**config.mk**
```make
export PLATFORM = sky130hd
export DESIGN_NAME = ihts_ctrl
export DESIGN_NICKNAME = d
export VERILOG_FILES = /design/src/rtl/core/ihts_pkg.sv /design/src/rtl/core/ihts_ctrl.sv
export SDC_FILE = /design/constraint.sdc
export NUM_CORES = 1
export LEC_CHECK = 0
export BUFFER_PORTS_ARGS = -buffer_cell sky130_fd_sc_hd__clkbuf_2
export CORE_AREA = 2 2 39 41
export DETAILED_ROUTE_END_ITERATION = 10
export DIE_AREA = 0 0 41 43
export MAX_ROUTING_LAYER = met4
export PLACE_DENSITY = 0.58
export SLEW_MARGIN = 20
export SYNTH_ARGS = -nofsm -noshare
export SYNTH_HDL_FRONTEND = slang
export SYNTH_SLANG_ARGS = --single-unit
```
**constraint.sdc**
```tcl
create_clock -name clk -period 1.8 [get_ports clk]
set_clock_uncertainty 0.1 [all_clocks]
set_input_delay 0.18 -clock clk [delete_from_list [all_inputs] [get_ports clk]]
set_output_delay 0.18 -clock clk [all_outputs]
set_load 0.01 [all_outputs]
```
**src/rtl/core/ihts_pkg.sv**
```systemverilog
// shared types and constants of the interrupt handler time statistics block
package ihts_pkg;

	localparam int NUM_LINES_DEF = 128;
	localparam int LINE_W = 7;
	localparam int CYC_W = 32;
	localparam int RATE_W = 16;
	localparam logic [RATE_W-1:0] RATE_RESET = 16'd24;

	// divider runs two quotient bits per step
	localparam int STEP_W = 5;
	localparam logic [STEP_W-1:0] DIV1_STEPS = 5'd16;
	localparam logic [STEP_W-1:0] DIV2_STEPS = 5'd9;

	typedef struct packed {
		logic [31:0] runs;
		logic [31:0] worst;
		logic [31:0] usec;
		logic [15:0] rem;
	} rec_t;

	typedef struct packed {
		logic take;
		logic clr_wr;
		logic rd;
		logic eval;
		logic start_div1;
		logic start_div2;
		logic wr;
		logic load_out;
	} ihts_cmd_t;

	typedef struct packed {
		logic clr_last;
		logic div_busy;
		logic skip;
	} ihts_sts_t;

endpackage

```
**src/rtl/core/ihts_ctrl.sv**
```systemverilog
// controller state machine sequencing clear, read, divide, write and response
module ihts_ctrl
	import ihts_pkg::*;
(
	input  logic      clk,
	input  logic      arst_n,
	input  logic      req_valid,
	output logic      req_ready,
	output logic      rsp_valid,
	input  logic      rsp_ready,
	input  ihts_sts_t sts,
	output ihts_cmd_t cmd
);

	typedef enum logic [2:0] {
		ST_CLEAR,
		ST_IDLE,
		ST_READ,
		ST_EVAL,
		ST_DIV1,
		ST_DIV2,
		ST_FIN
	} state_t;

	state_t state_q;
	logic   rsp_valid_q;

	always_comb begin
		cmd            = '0;
		cmd.take       = (state_q == ST_IDLE) && req_valid;
		cmd.clr_wr     = state_q == ST_CLEAR;
		cmd.rd         = state_q == ST_READ;
		cmd.eval       = state_q == ST_EVAL;
		cmd.start_div1 = (state_q == ST_EVAL) && !sts.skip;
		cmd.start_div2 = (state_q == ST_DIV1) && !sts.div_busy;
		cmd.wr         = (state_q == ST_DIV2) && !sts.div_busy;
		cmd.load_out   = (state_q == ST_FIN) && (!rsp_valid_q || rsp_ready);
	end

	always_ff @(posedge clk or negedge arst_n) begin
		if (!arst_n) begin
			state_q     <= ST_CLEAR;
			rsp_valid_q <= 1'b0;
		end else begin
			if (cmd.load_out) begin
				rsp_valid_q <= 1'b1;
			end else if (rsp_ready) begin
				rsp_valid_q <= 1'b0;
			end
			unique case (state_q)
				ST_CLEAR: begin
					if (sts.clr_last) state_q <= ST_IDLE;
				end
				ST_IDLE: begin
					if (req_valid) state_q <= ST_READ;
				end
				ST_READ: begin
					state_q <= ST_EVAL;
				end
				ST_EVAL: begin
					state_q <= sts.skip ? ST_FIN : ST_DIV1;
				end
				ST_DIV1: begin
					if (!sts.div_busy) state_q <= ST_DIV2;
				end
				ST_DIV2: begin
					if (!sts.div_busy) state_q <= ST_FIN;
				end
				ST_FIN: begin
					if (cmd.load_out) state_q <= ST_IDLE;
				end
				default: begin
					state_q <= ST_IDLE;
				end
			endcase
		end
	end

	assign req_ready = state_q == ST_IDLE;
	assign rsp_valid = rsp_valid_q;

endmodule

```
==> Yosys cells after proc, flatten, opt, wreduce, memory -nomap -nowiden <==
Cells that the tools add are included.
{ "classes": {"n_mux": 9, "n_addsub": 0, "mul": 0, "div_mod_pow": 0, "n_lt_le_gt_ge": 0, "shifts": 0, "n_reduce_logical": 12, "bitwise": 0, "eq_ne": 11} }
{ "ops": {"columns": ["cell", "n"], "rows": [
  ["case mux 3 bit (7 select lines)", 1],
  ["2-to-1 mux 3 bit", 5],
  ["inequality test 2 bit (second input constant)", 5],
  ["== test 3 bit (second input constant)", 3],
  ["== test 3 x 2 -> 1 bit (second input constant)", 2],
  ["logical AND 1 bit", 5],
  ["AND reduction 5 bit", 1],
  ["== test 3 x 1 -> 1 bit (second input constant)", 1],
  ["zero test 1 bit", 3],
  ["zero test 3 bit", 1],
  ["2-to-1 mux 1 bit", 2],
  ["2-to-1 mux 2 bit", 1],
  ["nonzero test 2 bit", 1],
  ["logical OR 1 bit", 1]
]} }
{ "totals": {"wordCells": 34, "latch_bits": 0, "input_bits": 7, "n_memories": 0, "ff_bits": 4, "romBits": 0, "ram_bits": 0} }

==> Depth between registers and ports, before layout <==
Gate-level depths: netlist of run 1.
{ "logic_depth": {"ltp_word": 5, "mapped_depth": 7} }

==> Worst setup path after synthesis of run 1 <==
Ideal clock, no wire load.
{ "synth_timing": {"kind": "reg2reg", "startpoint": "register state_q[1]", "endpoint": "register state_q[1]", "arrival_ns": 1.428, "slack_ns": 0.191, "period_less_slack_ns": 1.609, "setup_time_ns": 0.080, "path_stages_with_launch": 8, "path_cell_list": "dfrtp_1 buf_6 inv_1 ha_1 or3b_1 o211ai_2 a22oi_2 o22ai_2"} }
{ "synth_via": {"elab_chain_cells": 4, "word_cells_on_any_way": 15} }
{ "synth_rtl": {"columns": ["element", "line", "text"], "rows": [
  ["start, declared", "ihts_ctrl.sv:25", "state_t state_q;"],
  ["start signal, assigned", "ihts_ctrl.sv:61", "state_q <= sts.skip ? ST_FIN : ST_DIV1;"],
  ["== test 3 bit", "ihts_ctrl.sv:37, ihts_ctrl.sv:50", null],
  ["logical AND 1 bit", "ihts_ctrl.sv:37", "cmd.load_out = (state_q == ST_FIN) && (!rsp_valid_q || rsp_ready);"],
  ["inequality test 2 bit (no line)", null, null],
  ["AND reduction 5 bit (no line)", null, null]
]} }
Several ways; a longest one is shown, not always the timed one.
A chain may end at the register's enable or synchronous reset.

==> results of run 1 <==
## state kept, by name, indices dropped and copies added, names as in the netlist
signal and cells:
rsp_valid 1, state_q 3
## final timing paths
path	slack, ns	start	cells after the start	end
max in group asynchronous	1.28	arst_n	2	state_q[2]$_DFFE_PN0P_
worst max-delay path	0.16	state_q[2]$_DFFE_PN0P_	4	cmd[7]
worst min register to register	0.47	rsp_valid$_DFFE_PN0P_	2	rsp_valid$_DFFE_PN0P_
worst min-delay path	0.19	arst_n	2	rsp_valid$_DFFE_PN0P_
worst max register to register	0.22	state_q[1]$_DFFE_PN0P_	6	state_q[1]$_DFFE_PN0P_
min in group clk	0.19	rsp_ready	3	rsp_valid$_DFFE_PN0P_
## worst max-delay path: stages (launching register included)
cell and delay (ns):
dfrtp_1 0.37, buf_4 0.18, or2_2 0.34, nor2_1 0.11
clkbuf_2 0.13
## metrics by stage
step           setup WS (ns)  std cells
2_1_floorplan          0.191         42
5_1_grt               0.0762         77
3_5_place_dp           0.226         73
6_report               0.156         77
3_3_place_gp           0.243         73
4_1_cts                0.156         77
## cells in the mapped netlist (all sizes together)
library cell,instances
nor4bb,1
nor4b,1
o211ai,2
nor3,1
nor3b,1
a31oi,1
nand3,1
buf,3
or2,1
nand3b,1
nor2,3
o22ai,1
nand2,5
o2bb2ai,1
nor2b,3
dfrtp,4
nand2b,2
and2,1
or3b,1
and4bb,1
a22oi,1
inv,2
o21ai,2
ha,1
a21oi,1
## kinds of logic (layout without fill, tap and decap cells)
group | after synthesis | after routing
adder cells (fa/ha/maj) | 1 | 1
buffers and inverters | 5 | 24
AND/OR/NAND/NOR | 23 | 23
AO/OA/AOI/OAI | 9 | 9
flip-flops | 4 | 4
## metal layers
layer  part of all wire  up-vias
met5                  0        -
met4                  0        0
met3              0.041        0
met2               0.44       11
met1               0.52      163
li1                   -      189
## cell type report
type / instances / area [µm²]
clock buffer: 3 / 22.5
fill: 148 / 882
inverter: 2 / 7.51
multi-input combinational: 33 / 246
sequential: 4 / 100
tap: 16 / 20.0
timing repair buffer: 19 / 105
## timing repair
action                    CTS  global route
hold buffers                1             0
setup buffers               0             0
hold endpoints to repair    4             0
## report_power, final
part           leakage (µW)  switching [µW]  internal, µW  total [µW]
Clock             0.0000138            31.4          74.2         106
Combinational      0.000184             289           238         527
Sequential        0.0000513            49.6           127         176
==> impl_results.html, run 1 <==
<table>
<tr><th>Metric</th><th>Value</th></tr>
<tr><th colspan="2">Timing</th></tr>
<tr><td>Slew at the pin closest to its max-slew limit</td><td>0.358 ns</td></tr>
<tr><td>Final setup violation count</td><td>0</td></tr>
<tr><td>Fin Hold WS</td><td>about 0.19 ns</td></tr>
<tr><td>Remaining max-slew budget at the tightest pin</td><td>0.762</td></tr>
<tr><td>Final-report hold violation count</td><td>0</td></tr>
<tr><td>Portion of the clock cycle consumed by the worst path in the final layout</td><td>0.913</td></tr>
<tr><td>Final-layout setup total negative slack</td><td>0 ns</td></tr>
<tr><td>Setup repair after global routing missed its margin</td><td>false</td></tr>
<tr><td>Final critical delay including setup and external delays</td><td>around 1.6 ns</td></tr>
<tr><td>Highest Clock Rate</td><td>roughly 610 MHz</td></tr>
<tr><td>Number of max-slew violations in the final report</td><td>0</td></tr>
<tr><th colspan="2">GRT</th></tr>
<tr><td>Total grt overflow</td><td>0</td></tr>
<tr><td>Vias in the first global route</td><td>~310</td></tr>
<tr><td>Most Used Layer, Global Route</td><td>met1</td></tr>
<tr><td>Overall global routing resource usage</td><td>0.108</td></tr>
<tr><td>Routing usage on met3</td><td>0.0314</td></tr>
<tr><td>Number of antenna violations at the first check in global routing</td><td>0</td></tr>
<tr><td>Met2 track demand over resource</td><td>0.141</td></tr>
<tr><td>First-pass GRT wire length</td><td>between 1000 and 1500 µm</td></tr>
<tr><td>Largest net degree at the start of global routing</td><td>14</td></tr>
<tr><td>GR met1 Demand/Resource</td><td>0.144</td></tr>
<tr><th colspan="2">Synth</th></tr>
<tr><td>Post-synthesis simple-gate area fraction</td><td>0.387</td></tr>
<tr><td>Mapped Cells</td><td>42</td></tr>
<tr><td>Post-Synthesis Cell Area</td><td>around 380 µm²</td></tr>
<tr><td>Synthesized-area fraction occupied by ao, oa, aoi and oai cells</td><td>0.226</td></tr>
<tr><td>Sequential-to-total area share from yosys stat</td><td>0.262</td></tr>
<tr><td>Dominant combinational cell family by area after synthesis</td><td>simple AND/OR/NAND/NOR gates</td></tr>
<tr><td>Post-Syn Area per Cell</td><td>approximately 9 µm²</td></tr>
<tr><td>Number of nets produced by synthesis</td><td>50</td></tr>
<tr><td>Multiplexer share of the synthesized area</td><td>0</td></tr>
<tr><td>XOR/XNOR Fraction of Synth Area</td><td>0</td></tr>
<tr><td>Share of the synthesized area in the top cell type</td><td>0.262</td></tr>
<tr><td>Area share of fa/ha/maj cells after synthesis</td><td>0.0328</td></tr>
<tr><td>Number of synthesized register bits</td><td>4</td></tr>
<tr><td>Number of distinct library cells after synthesis</td><td>28</td></tr>
<tr><td>Yosys warning total</td><td>0</td></tr>
<tr><td>Largest area contributor in the synthesized netlist</td><td>dfrtp_1</td></tr>
<tr><td>Cell types with the largest area share after synthesis</td><td>dfrtp_1, buf_6, nand2_1</td></tr>
<tr><th colspan="2">Clock tree</th></tr>
<tr><td>TritonCTS clock tree</td><td>done</td></tr>
<tr><td>Max H-tree Level</td><td>1</td></tr>
<tr><td>Clk sink count</td><td>4</td></tr>
<tr><td>Clock edge transition at the registers on the reported setup and hold paths</td><td>0.04 ns</td></tr>
<tr><td>Library cell used as clock root buffer</td><td>clkbuf_4</td></tr>
<tr><td>CTS resizes</td><td>0</td></tr>
<tr><td>Clock Latency Late Sink</td><td>roughly 0.23 ns</td></tr>
<tr><td>Number of buffers created by CTS</td><td>3</td></tr>
<tr><td>Bufs on Longest Clock Path</td><td>2</td></tr>
<tr><th colspan="2">Power</th></tr>
<tr><td>Power per standard cell area</td><td>between 1500 and 2000 nW/µm²</td></tr>
<tr><td>Tot Pwr</td><td>between 800 and 900 µW</td></tr>
<tr><td>Static Leak</td><td>~0.00025 µW</td></tr>
<tr><td>Maximum resistive drop on vdd</td><td>around 0.00062 V</td></tr>
<tr><th colspan="2">Floorplanning</th></tr>
<tr><td>Number of I/O pins</td><td>17</td></tr>
<tr><td>Die boundary width</td><td>around 40 µm</td></tr>
<tr><td>Die height</td><td>roughly 43 µm</td></tr>
<tr><td>Total die area</td><td>~1800 µm²</td></tr>
<tr><td>Effective utilization at floorplan</td><td>0.276</td></tr>
<tr><td>Area inside the core boundary</td><td>around 1400 µm²</td></tr>
<tr><td>Number of core rows</td><td>14</td></tr>
<tr><th colspan="2">Job</th></tr>
<tr><td>MaxCap Viol Count</td><td>0</td></tr>
<tr><th colspan="2">Drt</th></tr>
<tr><td>Post-DR vias/cell</td><td>between 4 and 5</td></tr>
<tr><td>DRC Markers</td><td>0</td></tr>
<tr><td>Vias after detailed routing</td><td>approximately 360</td></tr>
<tr><td>WL final</td><td>just over 800 µm</td></tr>
<tr><td>Routed WL per cell</td><td>roughly 11 µm</td></tr>
<tr><td>Number of nets with antenna violations after detailed routing</td><td>0</td></tr>
<tr><td>DRT Pass-1 Iters</td><td>2</td></tr>
<tr><td>Count of routing violations after the opening detailed-route iteration</td><td>1</td></tr>
<tr><th colspan="2">Placed design</th></tr>
<tr><td>RePlAce Congestion</td><td>about 0.7</td></tr>
<tr><td>Number of I/O port buffers</td><td>16</td></tr>
<tr><td>Placed inst area</td><td>469 µm²</td></tr>
<tr><td>HPWL after detailed placement</td><td>637 µm</td></tr>
<tr><th colspan="2">Status</th></tr>
<tr><td>Result of the run</td><td>finished clean</td></tr>
<tr><th colspan="2">Critical path</th></tr>
<tr><td>Kind of capture point of the worst setup path</td><td>output port</td></tr>
<tr><td>CP arrival</td><td>1.36 ns</td></tr>
<tr><td>Crit Path Max Fanout</td><td>10</td></tr>
<tr><td>Required time reported for the critical path endpoint</td><td>around 1.5 ns</td></tr>
<tr><td>Crit start category</td><td>flop</td></tr>
<tr><td>Worst setup path category</td><td>flop to output port</td></tr>
<tr><th colspan="2">Layout</th></tr>
<tr><td>Layout-stage area growth over the synthesis result</td><td>31.5%</td></tr>
<tr><td>Summed area of non-filler cells in the final layout</td><td>about 500 µm²</td></tr>
<tr><td>Most frequent cells in the layout</td><td>clkbuf_2, nand2_1, dfrtp_1</td></tr>
<tr><td>Most common cell after layout, fill and taps aside</td><td>clkbuf_2</td></tr>
<tr><td>Total number of nets in the final design</td><td>between 70 and 80</td></tr>
<tr><td>Final Util</td><td>0.363</td></tr>
<tr><td>Layout cell share with drive strength beyond 1</td><td>0.459</td></tr>
<tr><td>Ant diodes</td><td>0</td></tr>
<tr><th colspan="2">Hold path</th></tr>
<tr><td>Class of the worst hold path</td><td>input port to async pin</td></tr>
</table>
(Power assumes the default switching activity.)
==> inputs of run 2 (changes only) <==
CTS_BUF_LIST = sky130_fd_sc_hd__clkbuf_8 sky130_fd_sc_hd__clkbuf_16   (was default)
RECOVER_POWER = 50   (was default)
clock period = 1.7 ns   (was 1.8 ns; I/O delays follow)
==> run 2 against run 1 <==
Net effect: via count grew 3.6%; final area rose by 4.5%; sequential share of layout area is 0.86 points lower; core utilization up 1.6 points; clock-buffer cell count unchanged; worst hold slack better by 0.012 ns; power rose by 17%; die area stayed put; critical endpoint is now cmd[6].
==> impl_results.html, run 2 (synthesis results as in run 1) <==
<table>
<tr><th>Metric</th><th>Value</th></tr>
<tr><th colspan="2">Drt</th></tr>
<tr><td>Count of routing violations after the opening detailed-route iteration</td><td>5</td></tr>
<tr><td>WL final</td><td>about 820 µm</td></tr>
<tr><td>DRT Pass-1 Iters</td><td>3</td></tr>
<tr><td>Routed WL per cell</td><td>between 10 and 15 µm</td></tr>
<tr><td>DRC Markers</td><td>0</td></tr>
<tr><td>Post-DR vias/cell</td><td>4.82</td></tr>
<tr><td>Vias after detailed routing</td><td>376</td></tr>
<tr><td>Number of nets with antenna violations after detailed routing</td><td>0</td></tr>
<tr><th colspan="2">GRT</th></tr>
<tr><td>First-pass GRT wire length</td><td>1240 µm</td></tr>
<tr><td>Vias in the first global route</td><td>307</td></tr>
<tr><td>GR met1 Demand/Resource</td><td>0.154</td></tr>
<tr><td>Total grt overflow</td><td>0</td></tr>
<tr><td>Most Used Layer, Global Route</td><td>met1</td></tr>
<tr><td>Met2 track demand over resource</td><td>0.134</td></tr>
<tr><td>Routing usage on met3</td><td>0.0314</td></tr>
<tr><td>Number of antenna violations at the first check in global routing</td><td>0</td></tr>
<tr><td>Overall global routing resource usage</td><td>0.109</td></tr>
<tr><td>Largest net degree at the start of global routing</td><td>11</td></tr>
<tr><th colspan="2">Layout</th></tr>
<tr><td>Most frequent cells in the layout</td><td>clkbuf_2, nand2_1, dfrtp_1</td></tr>
<tr><td>Most common cell after layout, fill and taps aside</td><td>clkbuf_2</td></tr>
<tr><td>Layout cell share with drive strength beyond 1</td><td>0.419</td></tr>
<tr><td>Layout-stage area growth over the synthesis result</td><td>37.4%</td></tr>
<tr><td>Total number of nets in the final design</td><td>72</td></tr>
<tr><td>Number of fill cells</td><td>approximately 140</td></tr>
<tr><td>Number of flip-flops under the largest register name</td><td>3</td></tr>
<tr><td>Ant diodes</td><td>0</td></tr>
<tr><td>Final Util</td><td>0.379</td></tr>
<tr><td>Largest register by flop count</td><td>state_q</td></tr>
<tr><th colspan="2">Timing</th></tr>
<tr><td>Final critical delay including setup and external delays</td><td>approximately 1.6 ns</td></tr>
<tr><td>Remaining max-slew budget at the tightest pin</td><td>0.775</td></tr>
<tr><td>Setup repair after global routing missed its margin</td><td>false</td></tr>
<tr><td>Slew at the pin closest to its max-slew limit</td><td>approximately 0.34 ns</td></tr>
<tr><td>Final-report hold violation count</td><td>0</td></tr>
<tr><td>Highest Clock Rate</td><td>slightly above 600 MHz</td></tr>
<tr><td>Final-layout setup total negative slack</td><td>0 ns</td></tr>
<tr><td>Fin Hold WS</td><td>0.201 ns</td></tr>
<tr><td>Min setup slack post-route</td><td>between 0.07 and 0.08 ns</td></tr>
<tr><td>Final setup violation count</td><td>0</td></tr>
<tr><td>Number of max-slew violations in the final report</td><td>0</td></tr>
<tr><td>Portion of the clock cycle consumed by the worst path in the final layout</td><td>0.957</td></tr>
<tr><th colspan="2">Power</th></tr>
<tr><td>Static Leak</td><td>~0.00025 µW</td></tr>
<tr><td>Maximum resistive drop on vdd</td><td>a little over 0.0006 V</td></tr>
<tr><td>Tot Pwr</td><td>~950 µW</td></tr>
<tr><td>Power per standard cell area</td><td>about 1800 nW/µm²</td></tr>
<tr><th colspan="2">Status</th></tr>
<tr><td>Result of the run</td><td>finished clean</td></tr>
<tr><th colspan="2">Critical path</th></tr>
<tr><td>Worst setup path category</td><td>flop to output port</td></tr>
<tr><td>R2r worst-path depth</td><td>6</td></tr>
<tr><td>Worst path buffer plus inverter count</td><td>2</td></tr>
<tr><td>Crit Path Max Fanout</td><td>10</td></tr>
<tr><td>Delay of the slowest cell on the worst path</td><td>between 0.3 and 0.4 ns</td></tr>
<tr><td>Cell breakdown of the critical path</td><td>buf_4 -&gt; or2_2 -&gt; nor2_1 -&gt; clkbuf_2</td></tr>
<tr><td>Critical register-to-register path startpoint</td><td>state_q[1]$_DFFE_PN0P_</td></tr>
<tr><td>Crit start category</td><td>flop</td></tr>
<tr><td>Kind of capture point of the worst setup path</td><td>output port</td></tr>
<tr><td>Worst R2R End</td><td>state_q[1]$_DFFE_PN0P_</td></tr>
<tr><td>Required time reported for the critical path endpoint</td><td>between 1 and 1.5 ns</td></tr>
<tr><td>Worst R2R Setup Slack</td><td>0.13 ns</td></tr>
<tr><td>Highest-delay cell along the critical path</td><td>dfrtp_1</td></tr>
<tr><td>CP arrival</td><td>1.36 ns</td></tr>
<tr><td>Critical path's top delay family</td><td>simple AND/OR/NAND/NOR gates</td></tr>
<tr><th colspan="2">Clock tree</th></tr>
<tr><td>CTS resizes</td><td>0</td></tr>
<tr><td>Hold buffer count at CTS</td><td>1</td></tr>
<tr><td>Bufs on Longest Clock Path</td><td>2</td></tr>
<tr><td>Library cell used as clock root buffer</td><td>clkbuf_8</td></tr>
<tr><td>Clock edge transition at the registers on the reported setup and hold paths</td><td>approximately 0.030 ns</td></tr>
<tr><td>Max H-tree Level</td><td>1</td></tr>
<tr><td>Clk sink count</td><td>4</td></tr>
<tr><td>TritonCTS clock tree</td><td>done</td></tr>
<tr><td># Post-CTS Setup Buffers</td><td>0</td></tr>
<tr><td>Number of buffers created by CTS</td><td>3</td></tr>
<tr><td>Clock Latency Late Sink</td><td>between 0.2 and 0.25 ns</td></tr>
<tr><th colspan="2">Floorplanning</th></tr>
<tr><td>Total die area</td><td>1760 µm²</td></tr>
<tr><td>Number of I/O pins</td><td>17</td></tr>
<tr><td>Effective utilization at floorplan</td><td>0.276</td></tr>
<tr><td>Die height</td><td>between 40 and 50 µm</td></tr>
<tr><td>Die boundary width</td><td>~40 µm</td></tr>
<tr><td>Number of core rows</td><td>14</td></tr>
<tr><td>Area inside the core boundary</td><td>1380 µm²</td></tr>
<tr><th colspan="2">Placed design</th></tr>
<tr><td>RePlAce Congestion</td><td>roughly 0.70</td></tr>
<tr><td>Worst slack at placement</td><td>around 0.12 ns</td></tr>
<tr><td>Number of I/O port buffers</td><td>16</td></tr>
<tr><td>HPWL after detailed placement</td><td>approximately 640 µm</td></tr>
<tr><th colspan="2">Job</th></tr>
<tr><td>MaxCap Viol Count</td><td>0</td></tr>
<tr><th colspan="2">Hold path</th></tr>
<tr><td>Class of the worst hold path</td><td>input port to flop</td></tr>
<tr><td>Worst hold path cell count</td><td>3</td></tr>
<tr><td>Hold path endpoint</td><td>rsp_valid$_DFFE_PN0P_</td></tr>
<tr><td>Hold_sp</td><td>rsp_ready</td></tr>
</table>
## run 2: worst max path at each step
| stage | cells after the start | endpoint | slack, ns | from |
|---|---|---|---|---|
| floorplan | 7 | state_q[1]$_DFFE_PN0P_ | 0.09 | state_q[1]$_DFFE_PN0P_ |
| global placement | 6 | state_q[1]$_DFFE_PN0P_ | 0.13 | state_q[1]$_DFFE_PN0P_ |
| detailed placement | 6 | state_q[1]$_DFFE_PN0P_ | 0.12 | state_q[1]$_DFFE_PN0P_ |
| CTS | 4 | cmd[7] | 0.07 | state_q[2]$_DFFE_PN0P_ |
| global route | 4 | cmd[6] | 0.02 | state_q[2]$_DFFE_PN0P_ |
| finish | 4 | cmd[6] | 0.07 | state_q[2]$_DFFE_PN0P_ |
## run 2: layout make-up
| type | count | area [µm²] | area share |
|---|---|---|---|
| Multi-Input combinational cell | 33 | 246 | 0.470 |
| Timing Repair Buffer | 20 | 109 | 0.208 |
| Sequential cell | 4 | 100 | 0.191 |
| Clock buffer | 3 | 41.3 | 0.0788 |
| Tap cell | 16 | 20.0 | 0.0382 |
| Inverter | 2 | 7.51 | 0.0143 |
## run 2: power breakdown
group          switching, µW  internal, µW
Sequential              39.8           135
Combinational            316           263
Clock                   44.7           151
Total                    401           549
## run 2: worst reg2reg max path, delay by kind of cell (launching register included)
family	cells	cell delay, ns
buffers and inverters	1	0.08
DFF	1	0.34
AOI/OAI and AO/OA	3	0.25
and+or+nand+nor	1	0.37
adders and majority gates	1	0.35
## run 2: per-stage QoR
stage | cell area [µm²] | instances
after global placement | 477 | 74
after CTS | 528 | 78
after detailed placement | 477 | 74
after floorplan | 382 | 42
final | 524 | 78
after global routing | 524 | 78
## run 2: layer usage
metal | up-vias | part of all wire
li1 | 191 | -
met1 | 170 | 0.49
met2 | 13 | 0.44
met3 | 2 | 0.054
met4 | 0 | 0.020
met5 | - | 0
==> inputs of run 3 (changes only) <==
PLACE_DENSITY = 0.6   (was 0.58)
clock period = 1.4 ns   (was 1.7 ns; I/O delays follow)
==> run 3 against run 2 <==
Net effect: the flow now finishes with violations (setup timing); core utilization up 15 points; non-clock buffer count up 11; worst hold slack worse by 0.033 ns; register-to-register slack worse by 0.20 ns; critical path depth unchanged; critical path type unchanged; largest power group unchanged.
==> impl_results.html, run 3 (synthesis results as in run 1) <==
<table>
<tr><th>Metric</th><th>Value</th></tr>
<tr><th colspan="2">Clock tree</th></tr>
<tr><td>Clock Latency Late Sink</td><td>0.21 ns</td></tr>
<tr><td>Library cell used as clock root buffer</td><td>clkbuf_8</td></tr>
<tr><td>Bufs on Longest Clock Path</td><td>2</td></tr>
<tr><td>Clk sink count</td><td>4</td></tr>
<tr><td>TritonCTS clock tree</td><td>done</td></tr>
<tr><td>Number of buffers created by CTS</td><td>3</td></tr>
<tr><td>Max H-tree Level</td><td>1</td></tr>
<tr><td>Clock edge transition at the registers on the reported setup and hold paths</td><td>roughly 0.03 ns</td></tr>
<tr><th colspan="2">Hold path</th></tr>
<tr><td>Hold path endpoint</td><td>rsp_valid$_DFFE_PN0P_</td></tr>
<tr><td>Worst hold path cell count</td><td>3</td></tr>
<tr><td>Class of the worst hold path</td><td>input port to flop</td></tr>
<tr><td>Hold_sp</td><td>rsp_ready</td></tr>
<tr><th colspan="2">Critical path</th></tr>
<tr><td>CP arrival</td><td>roughly 1.3 ns</td></tr>
<tr><td>Required time reported for the critical path endpoint</td><td>~1.2 ns</td></tr>
<tr><td>Critical path's top delay family</td><td>flip-flops</td></tr>
<tr><td>Worst setup path category</td><td>flop to output port</td></tr>
<tr><td>R2r worst-path depth</td><td>6</td></tr>
<tr><td>Worst R2R End</td><td>state_q[1]$_DFFE_PN0P_</td></tr>
<tr><td>Crit Path Max Fanout</td><td>8</td></tr>
<tr><td>Kind of capture point of the worst setup path</td><td>output port</td></tr>
<tr><td>Worst path buffer plus inverter count</td><td>2</td></tr>
<tr><td>Cell breakdown of the critical path</td><td>buf_6 -&gt; or2_4 -&gt; nor2_1 -&gt; buf_2</td></tr>
<tr><td>Critical register-to-register path startpoint</td><td>state_q[1]$_DFFE_PN0P_</td></tr>
<tr><td>Highest-delay cell along the critical path</td><td>dfrtp_1</td></tr>
<tr><td>Crit start category</td><td>flop</td></tr>
<tr><td>Delay of the slowest cell on the worst path</td><td>approximately 0.4 ns</td></tr>
<tr><td>Worst R2R Setup Slack</td><td>-0.07 ns</td></tr>
<tr><th colspan="2">Floorplanning</th></tr>
<tr><td>Die boundary width</td><td>41 µm</td></tr>
<tr><td>Number of core rows</td><td>14</td></tr>
<tr><td>Die height</td><td>between 40 and 50 µm</td></tr>
<tr><td>Effective utilization at floorplan</td><td>0.276</td></tr>
<tr><td>Total die area</td><td>~1800 µm²</td></tr>
<tr><td>Number of I/O pins</td><td>17</td></tr>
<tr><td>Area inside the core boundary</td><td>about 1400 µm²</td></tr>
<tr><th colspan="2">Drt</th></tr>
<tr><td>Vias after detailed routing</td><td>about 420</td></tr>
<tr><td>Routed WL per cell</td><td>10.3 µm</td></tr>
<tr><td>DRC Markers</td><td>0</td></tr>
<tr><td>DRT Pass-1 Iters</td><td>4</td></tr>
<tr><td>Post-DR vias/cell</td><td>4.69</td></tr>
<tr><td>WL final</td><td>~900 µm</td></tr>
<tr><td>Number of nets with antenna violations after detailed routing</td><td>0</td></tr>
<tr><td>Count of routing violations after the opening detailed-route iteration</td><td>5</td></tr>
<tr><th colspan="2">GRT</th></tr>
<tr><td>Number of antenna violations at the first check in global routing</td><td>0</td></tr>
<tr><td>First-pass GRT wire length</td><td>~1500 µm</td></tr>
<tr><td>Largest net degree at the start of global routing</td><td>11</td></tr>
<tr><td>Overall global routing resource usage</td><td>0.131</td></tr>
<tr><td>Vias in the first global route</td><td>between 300 and 400</td></tr>
<tr><td>Total grt overflow</td><td>0</td></tr>
<tr><th colspan="2">Timing</th></tr>
<tr><td>Final critical delay including setup and external delays</td><td>approximately 1.5 ns</td></tr>
<tr><td>Highest Clock Rate</td><td>approximately 670 MHz</td></tr>
<tr><td>Slew at the pin closest to its max-slew limit</td><td>roughly 0.22 ns</td></tr>
<tr><td>Final setup violation count</td><td>7</td></tr>
<tr><td>Remaining max-slew budget at the tightest pin</td><td>0.852</td></tr>
<tr><td>Final-report hold violation count</td><td>0</td></tr>
<tr><td>Setup repair after global routing missed its margin</td><td>true</td></tr>
<tr><td>Min setup slack post-route</td><td>-0.0921 ns</td></tr>
<tr><td>Number of max-slew violations in the final report</td><td>0</td></tr>
<tr><td>Fin Hold WS</td><td>between 0.15 and 0.2 ns</td></tr>
<tr><td>Portion of the clock cycle consumed by the worst path in the final layout</td><td>1.07</td></tr>
<tr><th colspan="2">Layout</th></tr>
<tr><td>Total number of nets in the final design</td><td>83</td></tr>
<tr><td>Area of the multi-input gates</td><td>~320 µm²</td></tr>
<tr><td>Layout-stage area growth over the synthesis result</td><td>91.5%</td></tr>
<tr><td>Ant diodes</td><td>0</td></tr>
<tr><td>Summed area of non-filler cells in the final layout</td><td>around 730 µm²</td></tr>
<tr><td>Register Area</td><td>a little over 100 µm²</td></tr>
<tr><td>Number of fill cells</td><td>119</td></tr>
<tr><td>Most frequent cells in the layout</td><td>buf_2, buf_4, clkbuf_2</td></tr>
<tr><td>Layout cell share with drive strength beyond 1</td><td>0.671</td></tr>
<tr><td>Largest register by flop count</td><td>state_q</td></tr>
<tr><td>Number of flip-flops under the largest register name</td><td>3</td></tr>
<tr><td>Final Util</td><td>0.528</td></tr>
<tr><th colspan="2">Status</th></tr>
<tr><td>Violations in the final reports</td><td>setup timing</td></tr>
<tr><td>Result of the run</td><td>finished, violations left</td></tr>
<tr><th colspan="2">Placed design</th></tr>
<tr><td>Number of I/O port buffers</td><td>16</td></tr>
<tr><td>Placed inst area</td><td>569 µm²</td></tr>
<tr><td>RePlAce Congestion</td><td>a little under 0.8</td></tr>
<tr><td>HPWL after detailed placement</td><td>roughly 750 µm</td></tr>
<tr><th colspan="2">Power</th></tr>
<tr><td>Power per standard cell area</td><td>~2300 nW/µm²</td></tr>
<tr><td>Static Leak</td><td>0.000348 µW</td></tr>
<tr><td>Maximum resistive drop on vdd</td><td>around 0.0008 V</td></tr>
<tr><th colspan="2">Job</th></tr>
<tr><td>MaxCap Viol Count</td><td>0</td></tr>
</table>
## run 3: changes by cell type in the layout (fill, tap and decap cells not counted), sizes merged
cell    before  now
clkbuf      19   10
buf          3   23
## run 3: worst reg2reg max path, delay by kind of cell, from the launching register on
kind / cells / cell delay [ns]
flops: 1 / 0.40
simple gates: 1 / 0.37
compound gates: 3 / 0.24
fa+ha+maj: 1 / 0.20
buf+inv: 1 / 0.08
## run 3: area by class of cell
class                           count  area share
Timing Repair Buffer               31       0.329
Clock buffer                        3      0.0565
Tap cell                           16      0.0274
Sequential cell                     4       0.139
Inverter                            2      0.0137
Multi-Input combinational cell     33       0.435
## run 3: power breakdown
part / total, µW / switching (µW) / internal [µW]
Clock: 234 / 51.1 / 182
Combinational: 1210 / 519 / 695
Sequential: 219 / 53.4 / 166
Total: 1670 / 623 / 1040
## run 3: what timing repair did
item | in CTS | in global routing
endpoints found under the hold margin | 4 | 0
gates resized for setup | 14 | 13
pin swaps | 3 | 6
setup buffers | 3 | 2
hold buffers | 1 | 0
endpoints found under the setup margin | 11 | 11
## run 3: how the worst max path moves through the flow
stage | from | end | cells past startpoint
final | state_q[1]$_DFFE_PN0P_ | cmd[7] | 4
after global routing | state_q[2]$_DFFE_PN0P_ | cmd[3] | 4
after CTS | state_q[2]$_DFFE_PN0P_ | cmd[6] | 4
after detailed placement | state_q[1]$_DFFE_PN0P_ | state_q[1]$_DFFE_PN0P_ | 6
after global placement | state_q[1]$_DFFE_PN0P_ | state_q[1]$_DFFE_PN0P_ | 6
after floorplan | state_q[1]$_DFFE_PN0P_ | state_q[1]$_DFFE_PN0P_ | 7
## run 3: metal layers
metal | track usage | wire length (µm)
met1 | 0.147 | 387
met2 | 0.197 | 481
met3 | 0.0366 | 51
met4 | 0.0800 | 0
met5 | - | 0
## run 3: per-stage QoR
stage                     TNS (ns)  setup slack, ns  cells  total power, µW
after floorplan             -0.111           -0.111     42              788
after global placement     -0.0173          -0.0173     81             1160
after detailed placement   -0.0604          -0.0547     81             1170
after CTS                   -0.564           -0.121     87             1590
after global routing        -0.945           -0.156     89             1810
final                       -0.373          -0.0921     89             1670
